--- src/rtl/core/erq_pkg.sv ---
// Shared types, constants and helpers for the event ring queue.
// Depends on nothing; every other file of the block imports this package.
package erq_pkg;

    localparam int DEPTH     = 32;
    localparam int PTR_W     = (DEPTH > 1) ? $clog2(DEPTH) : 1;
    localparam int CODE_W    = 5;
    localparam int ARG_W     = 32;
    localparam int NUM_SLOTS = 4;
    localparam int SLOT_W    = 2;
    localparam int FILL_W    = 5;
    localparam int CNT_W     = (PTR_W > FILL_W) ? PTR_W : FILL_W;

    typedef logic [PTR_W-1:0] ptr_t;

    typedef enum logic [1:0] {
        OP_PUT  = 2'd0,
        OP_GET  = 2'd1,
        OP_SET  = 2'd2,
        OP_NOP  = 2'd3
    } op_t;

    typedef struct packed {
        logic [1:0]              operation;
        logic [CODE_W-1:0]       event_code;
        logic signed [ARG_W-1:0] arg0;
        logic signed [ARG_W-1:0] arg1;
        logic signed [ARG_W-1:0] arg2;
        logic signed [ARG_W-1:0] arg3;
        logic [SLOT_W-1:0]       slot_select;
        logic signed [ARG_W-1:0] slot_value;
    } in_t;

    typedef struct packed {
        logic                    got_entry;
        logic [CODE_W-1:0]       out_code;
        logic signed [ARG_W-1:0] out_arg0;
        logic signed [ARG_W-1:0] out_arg1;
        logic signed [ARG_W-1:0] out_arg2;
        logic signed [ARG_W-1:0] out_arg3;
        logic                    dropped_oldest;
        logic [FILL_W-1:0]       fill_level;
    } out_t;

    // Commands from the controller to the datapath.
    typedef struct packed {
        logic capture;
        logic put;
        logic get_take;
        logic walk_init;
        logic walk_step;
        logic emit;
    } cmd_t;

    // Status from the datapath to the controller.
    typedef struct packed {
        op_t  op;
        logic empty;
        logic walk_last;
    } status_t;

    function automatic ptr_t ring_next(input ptr_t p);
        ring_next = (p == PTR_W'(DEPTH - 1)) ? '0 : p + 1'b1;
    endfunction

endpackage

--- src/rtl/core/erq_ctrl.sv ---
// Controller state machine for the event ring queue.
// Depends on erq_pkg for the command, status and operation types.
module erq_ctrl (
    input  logic            clk,
    input  logic            rst_n,
    input  logic            start,
    output logic            busy,
    input  erq_pkg::status_t status,
    output erq_pkg::cmd_t    cmd
);
    import erq_pkg::*;

    typedef enum logic [4:0] {
        S_IDLE   = 5'b00001,
        S_DECODE = 5'b00010,
        S_GET    = 5'b00100,
        S_SET    = 5'b01000,
        S_DONE   = 5'b10000
    } state_t;

    state_t state_reg;
    state_t state_next;

    always_ff @(posedge clk or negedge rst_n)
    begin
        if (!rst_n)
        begin
            state_reg <= S_IDLE;
        end
        else
        begin
            state_reg <= state_next;
        end
    end

    always_comb
    begin
        state_next = state_reg;
        cmd        = '0;
        case (state_reg)
            S_IDLE:
            begin
                if (start)
                begin
                    cmd.capture = 1'b1;
                    state_next  = S_DECODE;
                end
            end
            S_DECODE:
            begin
                case (status.op)
                    OP_PUT:
                    begin
                        cmd.put    = 1'b1;
                        state_next = S_DONE;
                    end
                    OP_GET:
                    begin
                        state_next = status.empty ? S_DONE : S_GET;
                    end
                    OP_SET:
                    begin
                        if (!status.empty)
                        begin
                            cmd.walk_init = 1'b1;
                            state_next    = S_SET;
                        end
                        else
                        begin
                            state_next = S_DONE;
                        end
                    end
                    default:
                    begin
                        state_next = S_DONE;
                    end
                endcase
            end
            S_GET:
            begin
                cmd.get_take = 1'b1;
                state_next   = S_DONE;
            end
            S_SET:
            begin
                cmd.walk_step = 1'b1;
                if (status.walk_last)
                begin
                    state_next = S_DONE;
                end
            end
            S_DONE:
            begin
                cmd.emit   = 1'b1;
                state_next = S_IDLE;
            end
            default:
            begin
                state_next = S_IDLE;
            end
        endcase
    end

    assign busy = (state_reg != S_IDLE);

endmodule

--- config.mk ---
export PLATFORM = sky130hd
export DESIGN_NAME = erq_ctrl
export DESIGN_NICKNAME = d
export VERILOG_FILES = /design/src/rtl/core/erq_pkg.sv /design/src/rtl/core/erq_ctrl.sv
export SDC_FILE = /design/constraint.sdc
export NUM_CORES = 1
export LEC_CHECK = 0
export ABC_AREA = 1
export BUFFER_PORTS_ARGS = -buffer_cell sky130_fd_sc_hd__buf_2
export CAP_MARGIN = 20
export CORE_AREA = 4 4 41 43
export CTS_CLUSTER_SIZE = 28
export DETAILED_ROUTE_END_ITERATION = 8
export DIE_AREA = 0 0 45 47
export HOLD_SLACK_MARGIN = 0.06
export PLACE_DENSITY = 0.6
export SLEW_MARGIN = 20
export SYNTH_ARGS = -nofsm -noshare
export SYNTH_HDL_FRONTEND = slang
export SYNTH_SLANG_ARGS = --single-unit
--- constraint.sdc ---
create_clock -name clk -period 1.2 [get_ports clk]
set_clock_uncertainty 0.1 [all_clocks]
set_input_delay 0.18 -clock clk [delete_from_list [all_inputs] [get_ports clk]]
set_output_delay 0.18 -clock clk [all_outputs]
set_load 0.05 [all_outputs]
==> run summary, run 1 <==
The met2 global-route usage is between 20 and 25%. The number of global-route vias before repair is approximately 440. The routed design has just under 1000 µm of wire.

Sorting the synthesized cells by area gives the leading types as dfrtp_1 24%, nand2_1 10%, ha_1 9.1%, inv_1 9.1%, nor2_1 8.2%. The core area came out at ~0.0013 mm². The highest ir drop seen on vdd is approximately 1.2 mV. The later-pin clock latency in the skew report came out at between 0.2 and 0.25 ns. At the pin with the least slew margin, the transition time is between 0.2 and 0.25 ns. The tightest min-delay check is of the primary input to register type. The number of sinks handled by clock tree synthesis came out at 5. The floorplan step defined a die boundary enclosing 0.00212 mm². The static leakage is between 0.3 and 0.4 nW.

The switching power total came out at about 0.6 mW. The initial cell density of the core is between 30% and 40%. The number of antenna violations at the first check in global routing is 0.

The sequential group share of total power came out at 22.2%. The worst-case setup slack after placement is -0.167 ns. The utilization after layout is approximately 60%. The warning count from the yosys run is 0. The checks that failed: setup timing. Setup repair after global routing could not meet its margin everywhere.

The register bit total from synthesis came out at 5. In this run, placement finished with an instance count of 90. The number of instances in the synthesized netlist came out at 54. For the final routed database, the setup TNS stands at -2.17 ns. The register with the most flip-flops in the layout has 5 of them. The share of power burned in the clock network came out at 14.2%. The critical path capture point type is an output port. The routed via count divided by cell count is about 4.2. The total power density per cell area is around 1700 mW/mm². After synthesis, flip-flops and latches occupy between 30% and 40% of the total area.

The net total in the final layout came out at between 90 and 100. Tracing the worst setup path back leads to its startpoint at state_reg[0]$_DFFE_PN1P_. The number of fillers in the final layout is 124.

The final critical-path required period came out at about 1.5 ns. The worst hold path begins at status[0]. The count of distinct cell types in the synthesized netlist is 15. Global routing used between 2 and 2.5% of the available met3 tracks. The count of nets left with antenna violations once routing finished came out at 0. The tightest hold margin came out at approximately 0.11 ns.

The startpoint identified for the worst register-to-register timing path is state_reg[0]$_DFFE_PN1P_. The relative slew slack is about 86%. The data arrival at the endpoint of the critical path came out at about 1.2 ns. The area added between synthesis and finish is 89.1%. Once layout is done, the placed cells without fillers occupy 781 µm². For this run, the number of standard cells in the final layout without fillers is 99. The clock-pin slew reported for the worst setup and hold paths after clock tree synthesis came out at around 0.04 ns. The leading cell type in the layout, fill and taps excluded is nor2_4.

The clock tree buffer depth is 2. The share of post-route cells with drive strength above 1 is 65.5%. The all-layer global routing usage is a little under an eighth. The remaining global-route overflow is 0. The number of iterations in the first detailed-routing pass came out at 2.

The routed wirelength normalized by instance count is ~10 µm. The largest fanout of any net on the critical path is 4. The top achievable clock speed is about 0.66 GHz. The flow ran to the end, but the final reports show violations. The count of max-cap constraint violations is 0. The total count of max-transition violations in the final report came out at 0. The cell internal power dissipation came out at around 0.72 mW.

In this run, CTS created clock tree buffers numbering 3. After layout, the worst setup slack is -0.325 ns. The top cell types in the final layout, fill and taps aside, are 10 x nor2_4, 9 x nand2_1, 8 x inv_1, 8 x buf_4, 7 x buf_6.

The type of the worst setup path is register to output port. Data on the critical path is required at its endpoint by around 0.92 ns. The net switching fraction of the power came out at approximately 46%. 0 antenna diodes ended up in the layout. The number of hold-slack violations in the final timing report was 0.

The detailed router finished its first iteration with 5 violations. The cell row count is 13. The root buffer selected by CTS is clkbuf_4. Summing over every cut layer, the via total after detailed routing is about 420. Setup violations remaining at the end of the flow were counted as 10. The half-perimeter wire length of the detailed placement result came out at about 780 µm.

The final critical path takes up 127% of the cycle. The synthesized area per cell came out at 7.65 µm². Of the post-synthesis cell area, the dominant cell type holds between 20% and 30%.

TritonCTS built the clock tree. Of all cell types, the one taking the most synthesized area is dfrtp_1. The congestion estimate from routability-driven global placement came to 0.803.

The power consumption is around 1.3 mW. The DRC violation count after routing is 0. CTS built an H-tree with a depth of 1. The most crowded layer after global routing is met2. The combinational share of power came out at between 60% and 70%. During placement, the flow inserted port buffers numbering 13. The startpoint type of the worst setup path is a register. The number of nets produced by synthesis came out at 64. The die is 45 µm wide. The maximum number of pins on one net before global-route repair came out at 6.

The instance area at placement came out at approximately 600 µm². The height of the die is about 47 µm. The wire length of the first global-routing pass came out at around 1700 µm.

The number of top-level pins is 14. The met1 track utilization from global routing is 11.1%. The post-synthesis instance area came out at 413 µm².
-- worst max-delay path: stages, from the launching register on --
cell and delay (ns):
dfstp_2 0.60, nand3_4 0.12, nor2_4 0.12, buf_8 0.15
-- synthesized netlist by cell type --
cell type	instances
inv_2	1
a21oi_4	1
nand2_1	11
nand2_2	3
nand3_2	1
ha_1	3
nor2_4	3
dfstp_2	1
nand4_1	1
dfrtp_1	4
inv_1	10
nand3_4	1
nor2_2	4
o21ai_1	1
nor2_1	9
-- layout make-up --
cell class / instances / area, µm² / area share [%]
Clock buffer: 4 / 26.3 / 3.37
Inverter: 11 / 43.8 / 5.61
Multi-Input combinational cell: 38 / 325 / 41.7
Sequential cell: 5 / 128 / 16.3
Tap cell: 15 / 18.8 / 2.40
Timing Repair Buffer: 26 / 239 / 30.6
-- kinds of logic after synthesis --
group,synth area share (%)
AND/OR/NAND/NOR,45.2
buffers and inverters,10.0
flip-flops,30.6
adder cells (fa/ha/maj),9.09
AO/OA/AOI/OAI,5.15
-- what timing repair did --
action / in CTS / in global routing
endpoints found under the setup margin: 9 / 11
buffers inserted: 2 / 4
endpoints found under the hold margin: 5 / 0
gates resized for setup: 21 / 15
hold buffers: 1 / 0
pin swaps: 10 / 10
-- metal layers --
metal	part of all wire (%)	wire [µm]
met3	3.7	37
met2	60	597
met4	0	0
met1	36	358
met5	0	0
-- power by group through the flow --
stage	clock network [mW]	registers [mW]	logic (mW)
after global placement	0	0.273	0.606
after floorplan	0	0.267	0.462
after CTS	0.196	0.283	0.687
after global routing	0.207	0.300	0.895
final	0.189	0.295	0.844
after detailed placement	0	0.277	0.611
-- worst paths after layout --
check                                      endpoint  slack, ns  cells after the start
max in group asynchronous  state_reg[0]$_DFFE_PN1P_       0.61                      2
min in group asynchronous  state_reg[4]$_DFFE_PN0P_       0.18                      2
hold reg to reg            state_reg[0]$_DFFE_PN1P_       0.53                      2
setup / recovery                             cmd[5]      -0.32                      3
setup reg to reg           state_reg[4]$_DFFE_PN0P_      -0.11                      6
hold / removal             state_reg[3]$_DFFE_PN0P_       0.11                      4
No activity file was read; power rests on OpenSTA's default activity.
==> run 2, diff against run 1 <==
--- a/config.mk
+++ b/config.mk
@@ -8,3 +8,3 @@
 export ABC_AREA = 1
-export BUFFER_PORTS_ARGS = -buffer_cell sky130_fd_sc_hd__buf_2
+export BUFFER_PORTS_ARGS = -buffer_cell sky130_fd_sc_hd__buf_4
 export CAP_MARGIN = 20
==> constraint.sdc (replaced) <==
create_clock -name clk -period 1.2 [get_ports clk]
set_clock_uncertainty 0.1 [all_clocks]
set_input_delay 0.24 -clock clk [delete_from_list [all_inputs] [get_ports clk]]
set_output_delay 0.24 -clock clk [all_outputs]
set_load 0.005 [all_outputs]
==> run summary, run 2 (synthesized netlist as in run 1, its figures left out) <==
The number of hold-slack violations in the final timing report was 0. The number of nets with antenna violations after detailed routing is 0. The worst-path cell with the longest stage delay is dfrtp_1.

After detailed routing, the number of remaining DRC violations is 0. The tool flagged a number of max-cap violations equal to 0. The number of H-tree levels came out at 1. The leading cell type in the layout, fill and taps excluded is buf_4. The routed design has about 960 µm of wire. The worst pin sits at a relative slew slack of between 80% and 90%.

The multi-input logic area came out at about 260 µm². The final reports fail on setup timing. The later-pin clock latency in the skew report is roughly 0.24 ns. In the layout the commonest cells are 18 x buf_4, 11 x nand2_1, 10 x inv_1, 7 x nor2_2, 6 x nor2_1. Setup repair after global routing could not meet its margin everywhere. Row generation in the floorplan step produced 13 rows. The all-layer global routing usage is around an eighth. The longest individual stage delay on the worst path is roughly 0.4 ns. The total count of max-transition violations in the final report came to 0.

The static leakage is about 0.33 nW. Data arrives at the worst endpoint at 1.19 ns. For this run, the detailed router's first-pass iteration total came to 4.

The number of top-level pins came out at 14. The worst setup path is captured at an output port. For this run, global-route usage on met3 was measured as between 2 and 2.5%. The remaining global-route overflow is 0. The number of antenna violations at the first check in global routing is 0. The width of the die is 45 µm.

The net total in the final layout came out at 91. The signal on the critical path passes through nor2_4 > nand3_2 > nor2_1 > buf_4. The height of the die came out at roughly 47 µm. The half-perimeter wire length of the detailed placement result came out at 754 µm. The flow ran to the end, but the final reports show violations. The top achievable clock speed is between 0.6 and 0.7 GHz. The CTS buffer count came out at 3.

The core area is roughly 0.0013 mm². The number of global-route vias before repair was 427. The routed design could run at a clock period as short as between 1.5 and 2 ns. The utilization after layout came out at between 40% and 50%.

Dividing the detail-routed wire length by the instance count gives 10.1 µm. The initial detailed-routing violation count is 8. The TritonCTS clock tree is done. The clock tree buffer depth is 2. The final RePlAce weighted congestion is roughly 0.75. The routed via count divided by cell count is around 4.3.

The share of post-route cells with drive strength above 1 is 53.8%. The initial cell density of the core came out at approximately a third. The type of the worst setup path is register to output port. Counting both buffers and inverters, the worst setup path holds a total of 1. The layer flagged by global routing as most heavily used is met2. The min-delay analysis places its worst path in the category primary input to register. The setup slack after layout is -0.330 ns. The wire length of the first global-routing pass came out at 1660 µm. The met2 global-route usage came out at 18.9%. STA classifies the critical path startpoint as a register. The root buffer selected by CTS is clkbuf_4.

The highest ir drop seen on vdd came out at about 0.98 mV. The routed layout has just over 400 vias. Along the worst path, the maximum fanout reaches 4. The area added between synthesis and finish is 57.0%. The area taken by flip-flops and latches came out at around 130 µm². The family of cells with the greatest summed delay on the critical path is simple AND/OR/NAND/NOR gates. The number of antenna diodes came out at 0. After clock tree synthesis, the clock-pin slew on the worst setup and hold paths is around 0.040 ns. The maximum number of pins on one net before global-route repair came out at 6. At the worst endpoint, the required time is 0.86 ns. Fill cells in the final layout number approximately 140. The number of non-filler instances in the completed layout is between 90 and 100.

The total power density per cell area is approximately 1500 mW/mm². The total of buffers placed on input and output ports came out at 13. For the pin with the worst max-slew slack, the measured transition is around 0.16 ns.

Of the available clock period, the critical path in the final layout requires 127%. The register with the most flip-flops in the layout has 5 of them. Counting tap cells, the placed design contains a total of 86 instances. Setup violations remaining at the end of the flow were counted as 10. The met1 track utilization from global routing is approximately 12%. The die covers ~0.0021 mm². The number of sinks handled by clock tree synthesis is 5.
[run 2: cell count changes in the layout (fill, tap and decap cells not counted), sizes merged]
cell and delta:
buf -4
[run 2: through the flow]
stage | setup TNS [ns] | hold slack (ns) | setup slack (ns) | area, µm² | power (mW)
global placement | -0.282 | -0.0562 | -0.0563 | 559 | 0.671
finish | -2.24 | 0.157 | -0.330 | 648 | 0.986
CTS | -2.31 | 0.152 | -0.337 | 628 | 0.971
global route | -2.94 | 0.178 | -0.387 | 648 | 1.08
floorplan | 0 | -0.156 | 0.0506 | 413 | 0.496
detailed placement | -0.415 | -0.0547 | -0.0890 | 559 | 0.675
[run 2: layout make-up]
cell class / count / share of cell area (%)
clock buffer: 4 / 4.05
multi-input combinational: 38 / 39.6
sequential: 5 / 19.5
tap: 15 / 2.90
inverter: 11 / 6.37
timing repair buffer: 22 / 27.6
[run 2: power by group]
group,switching [mW],total (mW),internal (mW)
logic,0.257,0.530,0.272
clock network,0.0687,0.194,0.126
registers,0.0430,0.262,0.219
total,0.369,0.986,0.617
[run 2: worst paths after layout]
| kind | slack, ns | end | startpoint | depth (start not counted) |
|---|---|---|---|---|
| max | -0.33 | cmd[5] | state_reg[2]$_DFFE_PN0P_ | 4 |
| min | 0.16 | state_reg[2]$_DFFE_PN0P_ | status[1] | 4 |
| max reg2reg | -0.12 | state_reg[0]$_DFFE_PN1P_ | state_reg[2]$_DFFE_PN0P_ | 6 |
| min reg2reg | 0.49 | state_reg[0]$_DFFE_PN1P_ | state_reg[4]$_DFFE_PN0P_ | 3 |
| max in group asynchronous | 0.56 | state_reg[0]$_DFFE_PN1P_ | rst_n | 2 |
| min in group asynchronous | 0.25 | state_reg[3]$_DFFE_PN0P_ | rst_n | 2 |
[run 2: routing by layer]
layer  share of wire [%]  vias up
li1                    -      210
met1                  37      186
met2                  54       14
met3                 6.4        3
met4                 2.9        0
met5                   0        -
[run 2: what timing repair did]
action | CTS | global route
buffers inserted | 3 | 1
pin swaps | 3 | 3
hold buffers | 1 | 0
setup endpoints to repair | 7 | 10
hold endpoints to repair | 5 | 0
gates resized for setup | 3 | 4
cloned | 0 | 0
[run 2: tightest hold or removal path, cell delays in order]
cell     delay [ns]
buf_4          0.09
inv_1          0.04
nand2_1        0.05
nor2_1         0.04
==> run 3, diff against run 2 <==
Settings changed: SETUP_SLACK_MARGIN from default to 0.2.
==> run summary, run 3 (synthesized netlist as in run 1, its figures left out) <==
The flow ran to the end, but the final reports show violations. The final reports fail on setup timing. The highest ir drop seen on vdd came out at roughly 0.65 mV. The count of max-cap constraint violations came out at 0.

The initial utilization of the core area, before any placement, comes to between 30% and 40%. The all-layer global routing usage is ~9.9%. The maximum number of pins on one net before global-route repair came out at 6. TritonCTS built the clock tree. The number of hold-slack violations in the final timing report was 0.

The relative slew slack is between 80 and 90%. The CTS buffer count is 3. The library cells used most frequently in the layout, excluding fill and tap cells, are 16 x buf_4, 10 x inv_1, 10 x nand2_1, 9 x nor2_2, 6 x buf_6. In the routed layout, each cell is associated on average with a via count of approximately 4.2.

The clock-pin slew reported for the worst setup and hold paths after clock tree synthesis came out at about 0.040 ns. The total count of max-transition violations in the final report was 0. The critical path goes through nand3_2 > nor2_2 > buf_4. Setup repair after global routing could not meet its margin everywhere. The total power density per cell area came out at between 1000 and 1500 mW/mm².

The largest fanout of any net on the critical path is 4. At the pin with the least slew margin, the transition time is roughly 0.17 ns. The floorplan has 13 rows. The required arrival time at the worst endpoint is 0.86 ns. The routed wirelength normalized by instance count came out at between 8 and 9 µm.

The number of fillers in the final layout is roughly 140. The number of iterations in the first detailed-routing pass came out at 4. In this run the critical register-to-register path is launched from state_reg[0]$_DFFE_PN1P_. The share of post-route cells with drive strength above 1 came out at between 50% and 60%. The worst register-to-register path ends at state_reg[4]$_DFFE_PN0P_. On the worst path, the slowest cell contributes a delay of 0.58 ns.

The type of the worst setup path is register to output port. The total of buffers placed on input and output ports is 13. The classification of the worst-slack hold path is primary input to register. The cell internal power dissipation is roughly 0.62 mW. The number of nets with antenna violations after detailed routing came out at 0.

The combinational share of power came out at between 50% and 60%. The number of non-filler instances in the completed layout came out at 96. Net switching is approximately 37% of the power.

The number of H-tree levels came out at 1. The total negative setup slack came out at -2.21 ns. The number of antenna diodes in the final layout is 0. The remaining global-route overflow is 0. The sequential group share of total power came out at 27.9%.

The root buffer selected by CTS is clkbuf_4. The top achievable clock speed came out at 0.666 GHz. After legalization and detailed placement, the total HPWL measured 675 µm. The number of top-level pins is 14. The slowest stage of the critical path is the dfstp_2 cell. The capture point of the worst path is cmd[5].

The final critical-path required period is 1.50 ns. Measured in cells, the most critical reg-to-reg path has a length of 7. Setup violations remaining at the end of the flow were counted as 10. The worst path uses 125% of the clock period. The final RePlAce weighted congestion is 0.716. The number of global-route vias before repair is approximately 380. The utilization after layout is between 50% and 60%. In this run the most critical hold path is launched from status[0].

The reg-to-reg setup timing slack came out at -0.11 ns. The setup slack after layout is -0.301 ns. The register with the most flip-flops in the layout has 5 of them. For this run, design rule violations remaining after detail routing come to 0. The width of the die is between 40 and 50 µm. The startpoint type of the worst setup path is a register. The area added between synthesis and finish is 64.2%.

The height of the die came out at 47 µm. The instance count after placement with tap cells included came out at 86. The leading cell type in the layout, fill and taps excluded is buf_4. The longest clock path from root to sink contains 2 buffers. The initial detailed-routing violation count is 5. In this run the worst setup path begins at state_reg[0]$_DFFE_PN1P_. The data arrival at the endpoint of the critical path came out at around 1.2 ns.

The share of total power dissipated in the clock network is a little under 20%. The wire length of the first global-routing pass came out at roughly 1400 µm. The aggregate routed wire length came out at between 800 and 900 µm. The number of sinks handled by clock tree synthesis came out at 5.

The switching power total came out at between 0.3 and 0.4 mW. The die covers 0.00212 mm². The number of antenna violations at the first check in global routing was 0. The later-pin clock latency in the skew report came out at between 0.2 and 0.25 ns. The net total in the final layout came out at 92. The count of vias placed by the detailed router is ~400. STA classifies the critical path endpoint as an output port. The static leakage is 0.339 nW. The core area came out at 0.00130 mm².
==> run 3: area by class of cell <==
| type | instances | area (µm²) | area share, % |
|---|---|---|---|
| Tap cell | 15 | 18.8 | 2.77 |
| Multi-Input combinational cell | 38 | 268 | 39.5 |
| Sequential cell | 5 | 126 | 18.6 |
| Clock buffer | 4 | 26.3 | 3.87 |
| Timing Repair Buffer | 23 | 198 | 29.2 |
| Inverter | 11 | 41.3 | 6.09 |
==> run 3: layer usage <==
metal	vias to the layer above	track usage, %	part of all wire [%]
met3	0	2.30	3.7
met5	-	0	0
met4	0	8.77	0
met2	7	16.9	55
met1	181	10.1	41
li1	214	-	-
==> run 3: timing repair <==
action,4_1_cts,5_1_grt
resized for setup,5,6
endpoints found under the setup margin,11,12
endpoints found under the hold margin,5,0
setup buffers,3,2
hold buffers,1,0
pin swaps,2,2
==> run 3: worst min path at each step <==
| stage | end | slack, ns | depth (start not counted) |
|---|---|---|---|
| after floorplan | state_reg[1]$_DFFE_PN0P_ | -0.16 | 0 |
| after global placement | state_reg[1]$_DFFE_PN0P_ | -0.06 | 1 |
| after detailed placement | state_reg[1]$_DFFE_PN0P_ | -0.06 | 1 |
| after CTS | state_reg[2]$_DFFE_PN0P_ | 0.16 | 4 |
| after global routing | state_reg[3]$_DFFE_PN0P_ | 0.17 | 4 |
| final | state_reg[3]$_DFFE_PN0P_ | 0.17 | 4 |
==> run 3: power groups by stage <==
stage | sequential, mW | clock, mW | combinational [mW]
after floorplan | 0.257 | 0 | 0.253
after global placement | 0.264 | 0 | 0.413
after detailed placement | 0.264 | 0 | 0.411
after CTS | 0.261 | 0.193 | 0.488
after global routing | 0.274 | 0.204 | 0.567
final | 0.272 | 0.188 | 0.515
==> run 3: metrics by stage <==
stage	cell area, µm²	hold slack [ns]	total power, mW	worst slack, ns
2_1_floorplan	420	-0.156	0.510	0.0545
3_3_place_gp	567	-0.0561	0.677	-0.0543
3_5_place_dp	567	-0.0553	0.674	-0.0543
4_1_cts	642	0.161	0.942	-0.299
5_1_grt	678	0.174	1.05	-0.370
6_report	678	0.167	0.976	-0.301
==> run 3: critical path, delay by kind of cell (launching register included) <==
| kind | cells | cell delay (ns) |
|---|---|---|
| buffers and inverters | 1 | 0.11 |
| DFF | 1 | 0.58 |
| and+or+nand+nor | 2 | 0.23 |
